**src/rtl/core/nfa_pkg.sv**
```systemverilog
// Shared types and constants for the NFA match engine.
`timescale 1ns / 1ps
`default_nettype none
package nfa_pkg;

   localparam int DEF_NUM_STATES = 256;

   localparam logic [1:0] MODE_LOAD  = 2'd0;
   localparam logic [1:0] MODE_START = 2'd1;
   localparam logic [1:0] MODE_CHAR  = 2'd2;
   localparam logic [1:0] MODE_END   = 2'd3;

   localparam logic [2:0] KIND_ACCEPT  = 3'd0;
   localparam logic [2:0] KIND_EPSILON = 3'd1;
   localparam logic [2:0] KIND_DOTALL  = 3'd2;
   localparam logic [2:0] KIND_BRANCH  = 3'd3;
   localparam logic [2:0] KIND_SYMBOL  = 3'd4;

   localparam logic [1:0] CSR_START_STATE  = 2'd0;
   localparam logic [1:0] CSR_ACCEPT_STATE = 2'd1;
   localparam logic [1:0] CSR_USED_STATES  = 2'd2;

   localparam int ENTRY_WIDTH = 27;

   typedef struct packed {
      logic [1:0] mode;
      logic [7:0] entry_index;
      logic [2:0] entry_kind;
      logic [7:0] entry_symbol;
      logic [7:0] first_target;
      logic [7:0] second_target;
      logic [7:0] char_value;
   } req_type;

   typedef struct packed {
      logic accept_now;
      logic any_live;
   } rsp_type;

   typedef enum logic [3:0] {
      S_IDLE,
      S_ROOT,
      S_POP,
      S_FETCH,
      S_EXP_A,
      S_EXP_B,
      S_SCAN,
      S_CHECK,
      S_COMMIT,
      S_REPORT
   } state_type;

   typedef struct packed {
      logic load;
      logic init_start;
      logic init_char;
      logic visit_root;
      logic pop;
      logic fetch;
      logic exp_a;
      logic exp_b;
      logic scan_rd;
      logic step;
      logic set_root;
      logic commit;
   } cmd_type;

   typedef struct packed {
      logic sp_zero;
      logic scan_done;
      logic scan_active;
      logic scan_match;
   } status_type;

endpackage
`default_nettype wire

```
**src/rtl/core/nfa_ctrl.sv**
```systemverilog
// Sequencer for load, start, character and end transactions.
`timescale 1ns / 1ps
`default_nettype none
module nfa_ctrl (
   input  wire logic                clock,
   input  wire logic                reset,
   input  wire logic                start,
   input  wire logic [1:0]          mode,
   input  wire nfa_pkg::status_type status,
   output logic                     busy,
   output logic                     rsp_valid,
   output nfa_pkg::cmd_type         cmd
);
   import nfa_pkg::*;

   state_type state_ff, state_in;
   logic      is_char_ff, is_char_in;

   always_ff @(posedge clock) begin
      if (reset) begin
         state_ff   <= S_IDLE;
         is_char_ff <= 1'b0;
      end else begin
         state_ff   <= state_in;
         is_char_ff <= is_char_in;
      end
   end

   always_comb begin
      state_in   = state_ff;
      is_char_in = is_char_ff;
      cmd        = '0;
      rsp_valid  = 1'b0;
      busy       = (state_ff != S_IDLE);
      case (state_ff)
         S_IDLE: begin
            if (start) begin
               is_char_in = (mode == MODE_CHAR);
               case (mode)
                  MODE_LOAD: begin
                     cmd.load = 1'b1;
                     state_in = S_REPORT;
                  end
                  MODE_START: begin
                     cmd.init_start = 1'b1;
                     state_in       = S_ROOT;
                  end
                  MODE_CHAR: begin
                     cmd.init_char = 1'b1;
                     state_in      = S_SCAN;
                  end
                  default: state_in = S_REPORT;
               endcase
            end
         end
         S_ROOT: begin
            cmd.visit_root = 1'b1;
            state_in       = S_POP;
         end
         S_POP: begin
            if (status.sp_zero) begin
               state_in = is_char_ff ? S_SCAN : S_COMMIT;
            end else begin
               cmd.pop  = 1'b1;
               state_in = S_FETCH;
            end
         end
         S_FETCH: begin
            cmd.fetch = 1'b1;
            state_in  = S_EXP_A;
         end
         S_EXP_A: begin
            cmd.exp_a = 1'b1;
            state_in  = S_EXP_B;
         end
         S_EXP_B: begin
            cmd.exp_b = 1'b1;
            state_in  = S_POP;
         end
         S_SCAN: begin
            if (status.scan_done) begin
               state_in = S_COMMIT;
            end else if (status.scan_active) begin
               cmd.scan_rd = 1'b1;
               state_in    = S_CHECK;
            end else begin
               cmd.step = 1'b1;
            end
         end
         S_CHECK: begin
            cmd.step = 1'b1;
            if (status.scan_match) begin
               cmd.set_root = 1'b1;
               state_in     = S_ROOT;
            end else begin
               state_in = S_SCAN;
            end
         end
         S_COMMIT: begin
            cmd.commit = 1'b1;
            state_in   = S_REPORT;
         end
         S_REPORT: begin
            rsp_valid = 1'b1;
            state_in  = S_IDLE;
         end
         default: state_in = S_IDLE;
      endcase
   end

   assert property (@(posedge clock) disable iff (reset)
      (start && !busy) |=> busy)
      else $error("accepted transaction did not raise busy");
   assert property (@(posedge clock) disable iff (reset)
      rsp_valid |=> !rsp_valid)
      else $error("result strobe held longer than one cycle");
   assert property (@(posedge clock) disable iff (reset)
      cmd.commit |=> rsp_valid)
      else $error("commit not followed by result");
endmodule
`default_nettype wire

```
**config.mk**
```make
export PLATFORM = sky130hd
export DESIGN_NAME = nfa_ctrl
export DESIGN_NICKNAME = d
export VERILOG_FILES = /design/src/rtl/core/nfa_pkg.sv /design/src/rtl/core/nfa_ctrl.sv
export SDC_FILE = /design/constraint.sdc
export NUM_CORES = 1
export LEC_CHECK = 0
export BUFFER_PORTS_ARGS = -buffer_cell sky130_fd_sc_hd__buf_2
export CAP_MARGIN = 5
export CORE_AREA = 2 2 39 41
export DETAILED_ROUTE_END_ITERATION = 8
export DIE_AREA = 0 0 41 43
export GPL_TIMING_DRIVEN = 0
export PLACE_DENSITY = 0.73
export SKIP_CTS_REPAIR_TIMING = 1
export SLEW_MARGIN = 20
export SYNTH_ARGS = -nofsm -noshare
export SYNTH_HDL_FRONTEND = slang
export SYNTH_SLANG_ARGS = --single-unit
```
**constraint.sdc**
```tcl
create_clock -name clock -period 2.8 [get_ports clock]
set_input_delay 0.56 -clock clock [delete_from_list [all_inputs] [get_ports clock]]
set_output_delay 0.56 -clock clock [all_outputs]
set_load 0.05 [all_outputs]
```
== Word level (Yosys, flattened, before mapping) ==
Cells that the tools add are included.

* Register bits after elaboration: 5
* Bits of input ports: 9
* Output and inout bits: 14
* Word-level logic and storage cells: 49

* Eq/ne operators: 13
* Muxes and demuxes: 28
* Reduce and logical (&&, ||, !) cells: 6

{| class="wikitable"
|+ Operator list
! kind !! number
|-
| one-hot mux 4 bit (8 select lines) || 1
|-
| 2-to-1 mux 4 bit || 5
|-
| equality test 4 x 3 -> 1 bit, second input constant || 4
|-
| 2-to-1 mux 1 bit || 16
|-
| 2-to-1 mux 3 bit || 3
|-
| equality test 4 x 2 -> 1 bit, second input constant || 2
|-
| equality test 4 bit, second input constant || 2
|-
| one-hot mux 4 bit (2 select lines) || 1
|-
| equality test 4 x 1 -> 1 bit, second input constant || 1
|-
| logical NOT 4 bit || 1
|-
| AND reduction 2 bit || 2
|-
| nonzero test 4 bit || 1
|-
| != test 3 bit, second input constant || 1
|-
| equality test 2 x 1 -> 1 bit, second input constant || 1
|-
| equality test 2 bit, second input constant || 1
|-
| logical NOT 2 bit || 1
|-
| 2-to-1 mux 2 bit || 1
|-
| != test 2 bit, second input constant || 1
|-
| one-hot mux 1 bit (2 select lines) || 1
|-
| OR reduction 2 bit || 1
|}

== Depth between registers and ports, before layout ==
Gate-level depths: netlist of the first run.

* Depth after elaboration: 4
* Mapped depth: 6
* Depth with buffers taken out: 6

== Worst setup path after synthesis of the first run ==
No wires, ideal clock.

* Path kind: flip-flop to output port
* From: register state_ff[0]
* To: output cmd[7] (netlist bit)
* Data arrival time: 2,186 ps
* Required time: 2,240 ps
* Path slack: 54 ps
* Stages on the path, launching flop included: 4
* Path buffers: 2
* Cells stage by stage: dfxtp_1 buf_4 clkbuf_1 nor4_1

{| class="wikitable"
|+ RTL lines
! item !! RTL line !! RTL
|-
| start, declared || nfa_ctrl.sv:16 || <nowiki>state_type state_ff, state_in;</nowiki>
|-
| start signal, assigned || nfa_ctrl.sv:24 || <nowiki>state_ff <= state_in;</nowiki>
|-
| end, declared || nfa_ctrl.sv:12 || <nowiki>output nfa_pkg::cmd_type cmd</nowiki>
|}

==> results of run 1 <==
-- cells by family after synthesis --
| kind of cell | Yosys count | share of synthesized area [%] |
|---|---|---|
| muxes | 2 | 3.85 |
| AOI/OAI and AO/OA | 14 | 18.6 |
| buffers and inverters | 12 | 10.4 |
| adders and majority gates | 4 | 9.07 |
| DFF | 5 | 18.1 |
| and+or+nand+nor | 37 | 39.9 |
-- final cells by class --
class	instances	area share [%]
clock inverter	1	0.705
multi-input combinational	57	55.6
clock buffer	3	3.17
timing repair buffer	22	15.5
buffer	6	4.94
inverter	6	3.17
tap	16	2.82
sequential	5	14.1
-- stage by stage --
step / utilization [%] / setup WS (ps) / hold slack, ps / cells
final: 51.3 / 574 / 541 / 116
after global routing: 51.3 / 455 / 536 / 116
after CTS: 51.3 / 571 / 536 / 116
after detailed placement: 49.3 / 770 / 535 / 112
after global placement: 49.3 / 806 / 519 / 112
after floorplan: - / 54.5 / 470 / 74
-- worst max path at each step --
| stage | startpoint | to | slack, ps | cells after the start |
|---|---|---|---|---|
| global route | state_ff[2] | cmd[3] | 450 | 5 |
| global placement | status[2] | cmd[3] | 810 | 4 |
| finish | state_ff[2] | cmd[3] | 570 | 5 |
| floorplan | state_ff[0] | cmd[7] | 50 | 3 |
| CTS | state_ff[2] | cmd[3] | 570 | 5 |
| detailed placement | status[2] | cmd[3] | 770 | 4 |
-- flip-flops by register name (all words and copies together) (netlist names) --
name        flops
state_ff        4
is_char_ff      1
-- metal layers --
layer	vias to the layer above	track usage, %	share of wire (%)
li1	317	-	-
met1	279	21.9	45
met2	19	28.1	48
met3	0	6.81	6.2
met4	0	2.00	0
met5	-	0	0
-- worst max-delay path, stage by stage, from the launching register on --
cell and delay, ps:
sky130_fd_sc_hd__dfxtp_1 370, sky130_fd_sc_hd__buf_4 210, sky130_fd_sc_hd__nand2_1 120, sky130_fd_sc_hd__nor4_2 290, sky130_fd_sc_hd__and2_1 180, sky130_fd_sc_hd__buf_2 250
-- synth_stat cells (all sizes together) (2+ instances only) --
library cell	instances	area [sq um]
nor2	11	43.8
a2111oi	2	25.0
a21oi	4	20.0
inv	6	22.5
nand2b	3	18.8
ha	4	50.1
buf	4	27.5
nand2	4	15.0
o21a	3	22.5
clkbuf	2	7.51
and3	4	25.0
nor3b	2	15.0
nor3	5	25.0
dfxtp	5	100
nor4	5	52.6
-- power by group through the flow --
stage	clock network [mW]	logic, mW	registers [mW]
6_report	0.0830	0.452	0.103
5_1_grt	0.0902	0.489	0.105
3_5_place_dp	0	0.449	0.104
4_1_cts	0.0855	0.453	0.103
2_1_floorplan	0	0.366	0.101
3_3_place_gp	0	0.446	0.104
-- placed cells by master, fill, tap and decap left out, types with 2 or more instances in the layout --
cell type and n:
sky130_fd_sc_hd__buf_4 3, sky130_fd_sc_hd__clkbuf_1 2, sky130_fd_sc_hd__dfxtp_1 5, sky130_fd_sc_hd__nand2b_1 3, sky130_fd_sc_hd__nor3_1 5, sky130_fd_sc_hd__nand2_1 4
sky130_fd_sc_hd__inv_1 6, sky130_fd_sc_hd__a21oi_1 4, sky130_fd_sc_hd__nor4_1 3, sky130_fd_sc_hd__clkbuf_4 3, sky130_fd_sc_hd__nor3b_1 2, sky130_fd_sc_hd__and3_1 4
sky130_fd_sc_hd__ha_1 4, sky130_fd_sc_hd__o21a_1 3, sky130_fd_sc_hd__buf_2 23, sky130_fd_sc_hd__nor2_1 10
==> run summary, run 1 <==
* **via-per-instance ratio** 5.30
* **mean routed wirelength per cell** 11.7 um
* **worst rel slew slack** 74.5%
* **ANT nets after route** 0
* **outcome** finished, final reports clean
* **count of TritonRoute iterations in the first routing pass** 4
* **multi-input combinational cell area** 394 sq um
* **sequential group share of total power** 16.2%
* **initial standard-cell utilization of the core** 39.9%
* **clock insertion delay at the later pin of the skew report** 240 ps
* **net total in the final layout** 114
* **Critical Path End Type** output port
* **Core Footprint** 1380 sq um
* **I/O pin count** 23
* **global-route wire length before repair** 2.15 mm
* **flop and latch count out of synthesis** 5
* **standard-cell rows** 14
* **min cycle time layout** 2230 ps
* **horizontal die dimension** 41 um
* **number of input and output port buffers inserted** 22
* **total of max-cap violations** 0
* **layout-stage area growth over the synthesis result** 28.6%
* **worst r2r path cells** 4
* **internal portion of total power** 288 uW
* **synthesized netlist net count** 87
* **Sinks on Clock Net** 5
* **Num CTS Buffers** 3
* **synthesized area** 552 sq um
* **Seq/Total Area, Yosys** 18.1%
* **WHS Path Cells** 2
* **final-report setup violation count** 0
* **global placement routability congestion** 0.795
* **total power per unit cell area** 900 nW/um^2
* **buffer type at the clock tree root** sky130_fd_sc_hd__clkbuf_4
* **data required time at the worst endpoint** 2240 ps
* **total detailed-routing wirelength** 1.36 mm
* **count of different cell masters after synthesis** 30
* **leakage** 0.361 nW
* **worst-case clock buffer depth** 2
* **layout cell share with drive strength beyond 1** 36.0%
* **combinational share of power** 70.8%
* **ys async rst share** 0%
* **vias in the first global route** 542
* **leftover overflow at the end of global routing** 0
* **placed instance area** 682 sq um
* **floorplan die height** 43 um
* **fraction of power spent switching nets** 54.8%
* **H-Tree Depth** 1
* **filler cell count in the final layout** 153
* **total chip power** 638 uW
* **Peak Freq** 0.449 GHz
* **clock-pin slew of the registers on the worst-case setup and hold paths** 50 ps
* **Ant. Diodes** 0
* **vias post-DR** 615
* **Worst R2R End** state_ff[0]
* **total count of hold-check failures in the final report** 0
* **Avg Synthesized Cell Area** 7.46 sq um
* **DRC violation total after the first TritonRoute iteration** 16
* **clock share of power** 13.0%
* **Fin Setup TNS** 0 ps
* **DRC violations left** 0
* **Post-Route Skew** 7.98 ps
* **Die Footprint** 1760 sq um
* **final max-slew violation count** 0
* **maximum net fanout on the critical path** 10
* **number of enable flip-flop cells after synthesis** 0
* **total routing resource utilization after global routing** 17.5%
* **sequential cell area** 100 sq um
* **VDD IR-drop max** 607 uV
* **maximum number of pins on one net before global-route repair** 11
* **R2R setup slack** 1260 ps
* **number of antenna violations at the first check in global routing** 0
* **critical path type** reg2out
* **post-route cell area** 709 sq um
* **setup repair after global routing missed its margin** false
* **slew at the pin closest to its max-slew limit** 382 ps
* **worst reg2reg path startpoint** state_ff[0]
* **portion of the clock cycle consumed by the worst path in the final layout** 79.5%
* **arrival time at the worst endpoint** 1670 ps
* **Net Sw Power** 350 uW
* **endpoint of the worst hold path** is_char_ff
* **Most used DFF post-synth** sky130_fd_sc_hd__dfxtp_1
* **startpoint type of the worst setup path** register
* **cell count after synthesis** 74
* **Ys Warns** 0
* **worst hold path class** in2reg
* **total half-perimeter wirelength after legalization and detailed placement** 1.08 mm
* **TritonCTS clock tree** yes
* **beginning of the worst hold path** reset
Power figures use the tool's default switching activity.
==> run 2: changes to the inputs <==
--- a/config.mk
+++ b/config.mk
@@ -5,13 +5,13 @@
 export SDC_FILE = /design/constraint.sdc
 export NUM_CORES = 1
 export LEC_CHECK = 0
+export ABC_AREA = 1
 export BUFFER_PORTS_ARGS = -buffer_cell sky130_fd_sc_hd__buf_2
 export CAP_MARGIN = 5
-export CORE_AREA = 2 2 39 41
+export CORE_UTILIZATION = 40
 export DETAILED_ROUTE_END_ITERATION = 8
-export DIE_AREA = 0 0 41 43
 export GPL_TIMING_DRIVEN = 0
-export PLACE_DENSITY = 0.73
+export PLACE_DENSITY = 0.74
 export SKIP_CTS_REPAIR_TIMING = 1
 export SLEW_MARGIN = 20
 export SYNTH_ARGS = -nofsm -noshare
==> constraint.sdc (replaced) <==
create_clock -name clock -period 2 [get_ports clock]
set_input_delay 0.4 -clock clock [delete_from_list [all_inputs] [get_ports clock]]
set_output_delay 0.4 -clock clock [all_outputs]
set_load 0.05 [all_outputs]
==> run summary, run 2 <==
* **leakage** 0.430 nW, was 0.361 nW
* **buffer type at the clock tree root** sky130_fd_sc_hd__clkbuf_4, unchanged
* **final max-slew violation count** 0, unchanged
* **vias in the first global route** 492, was 542
* **largest registers in the final layout** state_ff: 4 flops, is_char_ff: 1 flops, unchanged
* **H-Tree Depth** 1, unchanged
* **flop and latch count out of synthesis** 5, unchanged
* **Num CTS Buffers** 3, unchanged
* **synthesized area** 520 sq um, was 552 sq um
* **total chip power** 978 uW, was 638 uW
* **Peak Freq** 0.550 GHz
* **layout cell share with drive strength beyond 1** 32.2%, was 36.0%
* **DRC violation total after the first TritonRoute iteration** 5, was 16
* **internal portion of total power** 386 uW, was 288 uW
* **slew at the pin closest to its max-slew limit** 243 ps, was 382 ps
* **Fin Setup TNS** 0 ps, unchanged
* **filler cell count in the final layout** 118, was 153
* **Seq/Total Area, Yosys** 19.2%, was 18.1%
* **maximum net fanout on the critical path** 8, was 10
* **logic depth of the worst setup path including buffers** 6, was 5
* **horizontal die dimension** 38.1 um, was 41 um
* **maximum number of pins on one net before global-route repair** 9, was 11
* **Hold WS** 379 ps, was 541 ps
* **Synth area leaders** sky130_fd_sc_hd__dfxtp_1, sky130_fd_sc_hd__nand2_1, sky130_fd_sc_hd__inv_1, sky130_fd_sc_hd__ha_1, sky130_fd_sc_hd__nor2_1, was sky130_fd_sc_hd__dfxtp_1, sky130_fd_sc_hd__ha_1, sky130_fd_sc_hd__nor2_1, sky130_fd_sc_hd__and3_1, sky130_fd_sc_hd__nor3_1
* **Most used DFF post-synth** sky130_fd_sc_hd__dfxtp_1, unchanged
* **largest incremental delay on the critical path** 350 ps, was 370 ps
* **mean routed wirelength per cell** 8.81 um, was 11.7 um
* **most frequent standard cell in the layout excluding fill and tap cells** sky130_fd_sc_hd__buf_2, unchanged
* **Core Footprint** 1160 sq um, was 1380 sq um
* **Crit path max-delay family** simple AND/OR/NAND/NOR gates, unchanged
* **floorplan die height** 38.1 um, was 43 um
* **cell count after synthesis** 89, was 74
* **number of placed instances with taps included** 125, was 112
* **ordered cell list for the critical path** nor2_2 > nand2_2 > nor2_1 > nand2_1 > inv_1 > buf_2, was buf_4 > nand2_1 > nor4_2 > and2_1 > buf_2
* **number of enable flip-flop cells after synthesis** 0, unchanged
* **critical path type** reg2out, unchanged
* **ANT nets after route** 0, unchanged
* **portion of the clock cycle consumed by the worst path in the final layout** 90.9%
* **final-report setup violation count** 0, unchanged
* **worst rel slew slack** 83.8%, was 74.5%
* **clock share of power** 11.5%, was 13.0%
* **crit path max-delay cell type** sky130_fd_sc_hd__dfxtp_1, unchanged
* **Post-Route Skew** 2.45 ps, was 7.98 ps
* **synthesized netlist net count** 102, was 87
* **DRC violations left** 0, unchanged
* **worst r2r path cells** 7, was 4
* **total detailed-routing wirelength** 1.14 mm, was 1.36 mm
* **Compound-Gate Fraction of Synth Area** 12.3%, was 18.6%
* **dominant cell by count in the synthesized netlist** sky130_fd_sc_hd__nand2_1, was sky130_fd_sc_hd__nor2_1
* **total half-perimeter wirelength after legalization and detailed placement** 950 um, was 1.08 mm
* **I/O pin count** 23, unchanged
* **simple-gate portion of the synthesized area** 43.0%, was 39.9%
* **filler-free cell count of the finished design** 129, was 116
* **outcome** finished, final reports clean, unchanged
* **xor/xnor share of the synthesized area** 0%, unchanged
* **total power per unit cell area** 1450 nW/um^2, was 900 nW/um^2
* **layout-stage area growth over the synthesis result** 29.6%, was 28.6%
* **main combinational cell family by area after synthesis** simple AND/OR/NAND/NOR gates, unchanged
* **leading cell types by count after synthesis** sky130_fd_sc_hd__nand2_1, sky130_fd_sc_hd__inv_1, sky130_fd_sc_hd__nor2_1, was sky130_fd_sc_hd__nor2_1, sky130_fd_sc_hd__inv_1, sky130_fd_sc_hd__dfxtp_1, sky130_fd_sc_hd__nor3_1
* **number of antenna violations at the first check in global routing** 0, unchanged
* **top cell type's share of synthesized area** 19.2%, was 18.1%
* **total routing resource utilization after global routing** 17.3%, was 17.5%
* **Critical path buffers and inverters** 2, unchanged
* **net total in the final layout** 129, was 114
* **global-route wire length before repair** 1.82 mm, was 2.15 mm
* **global placement routability congestion** 0.907, was 0.795
* **ys async rst share** 0%, unchanged
* **fraction of power spent switching nets** 60.5%, was 54.8%
* **Sinks on Clock Net** 5, unchanged
* **arrival time at the worst endpoint** 1420 ps, was 1670 ps
* **clock insertion delay at the later pin of the skew report** 230 ps, was 240 ps
* **mux share of post-synthesis cell area** 0%, was 3.85%
* **post-synthesis adder-cell area fraction** 9.62%, was 9.07%
* **largest register by flop count** state_ff, unchanged
* **Ys Warns** 0, unchanged
* **via-per-instance ratio** 4.64, was 5.30
* **data required time at the worst endpoint** 1600 ps, was 2240 ps
* **count of different cell masters after synthesis** 18, was 30
* **initial standard-cell utilization of the core** 45.0%, was 39.9%
* **worst hold path class** in2reg, unchanged
* **Ant. Diodes** 0, unchanged
* **commonest cells after routing, fill and taps aside** sky130_fd_sc_hd__buf_2, sky130_fd_sc_hd__nand2_1, sky130_fd_sc_hd__inv_1, was sky130_fd_sc_hd__buf_2, sky130_fd_sc_hd__nor2_1, sky130_fd_sc_hd__inv_1
* **TritonCTS clock tree** yes, unchanged
* **count of TritonRoute iterations in the first routing pass** 4, unchanged
* **VDD IR-drop max** 876 uV, was 607 uV
* **WHS Path Cells** 2, unchanged
* **leftover overflow at the end of global routing** 0, unchanged
* **Critical Path End Type** output port, unchanged
* **min cycle time layout** 1820 ps
* **standard-cell rows** 12, was 14
* **total of max-cap violations** 0, unchanged
* **flip-flop count of the largest register after layout** 4, unchanged
* **worst-case clock buffer depth** 2, unchanged
* **vias post-DR** 598, was 615
* **startpoint type of the worst setup path** register, unchanged
* **sequential group share of total power** 19.1%, was 16.2%
* **combinational share of power** 69.4%, was 70.8%
* **Net Sw Power** 591 uW, was 350 uW
* **number of input and output port buffers inserted** 22, unchanged
* **Synth area leader** sky130_fd_sc_hd__dfxtp_1, unchanged
* **clock-pin slew of the registers on the worst-case setup and hold paths** 40 ps, was 50 ps
* **setup repair after global routing missed its margin** false, unchanged
* **Die Footprint** 1450 sq um, was 1760 sq um
* **Avg Synthesized Cell Area** 5.85 sq um, was 7.46 sq um
* **total count of hold-check failures in the final report** 0, unchanged
run 2: cell count changes after synthesis, sizes merged, moves of 4 or more:
cell	delta
and3	-4
buf	-4
inv	+16
nand2	+17
nand3	+7
nor4	-5
o21ai	+6
run 2: logic make-up (layout without fill, tap and decap cells):
kind of cell	after synthesis	count (layout)
AO/OA/AOI/OAI	12	12
adder cells (fa/ha/maj)	4	4
buffers and inverters	22	48
flip-flops	5	5
AND/OR/NAND/NOR	46	46
run 2: worst register-to-register path, cell delays in order, from the launching register on:
cell	delay, ps
sky130_fd_sc_hd__dfxtp_1	450
sky130_fd_sc_hd__nand2_2	130
sky130_fd_sc_hd__inv_2	100
sky130_fd_sc_hd__nand3_2	100
sky130_fd_sc_hd__o21ai_1	110
sky130_fd_sc_hd__inv_2	60
sky130_fd_sc_hd__o21ai_1	70
sky130_fd_sc_hd__a21oi_1	70
run 2: final timing paths:
check	start	endpoint	slack (ps)
worst min register to register	is_char_ff	is_char_ff	520
worst max-delay path	state_ff[0]	cmd[9]	180
worst max register to register	state_ff[2]	state_ff[1]	790
worst min-delay path	reset	state_ff[1]	380
run 2: power groups by stage:
stage	registers (mW)	logic, mW	clock network (mW)
floorplan	0.181	0.548	0
detailed placement	0.188	0.676	0
finish	0.186	0.679	0.112
global placement	0.187	0.675	0
CTS	0.186	0.679	0.117
global route	0.192	0.736	0.123
run 2: final cells by class:
cell class / count / area, sq um / area share (%)
Multi-Input combinational cell: 62 / 338 / 50.1
Tap cell: 14 / 17.5 / 2.60
Sequential cell: 5 / 100 / 14.8
Timing Repair Buffer: 22 / 110 / 16.3
Clock buffer: 4 / 26.3 / 3.90
Inverter: 22 / 82.6 / 12.2
run 2: layer usage:
metal  wire length, um  track usage [%]  part of all wire [%]  up-vias
li1                  -                -                     -      326
met5                 0                0                     0        -
met4                 0                0                     0        0
met2               513             31.8                    45       20
met3                53             3.49                   4.7        0
met1               570             21.7                    50      252
run 2: through the flow:
stage               instance area, sq um  utilization, %  worst slack [ps]
floorplan                            520               -             -74.0
global placement                     648            56.1               437
detailed placement                   648            56.1               432
CTS                                  674            58.3               174
global route                         674            58.3              68.0
finish                               674            58.3               182
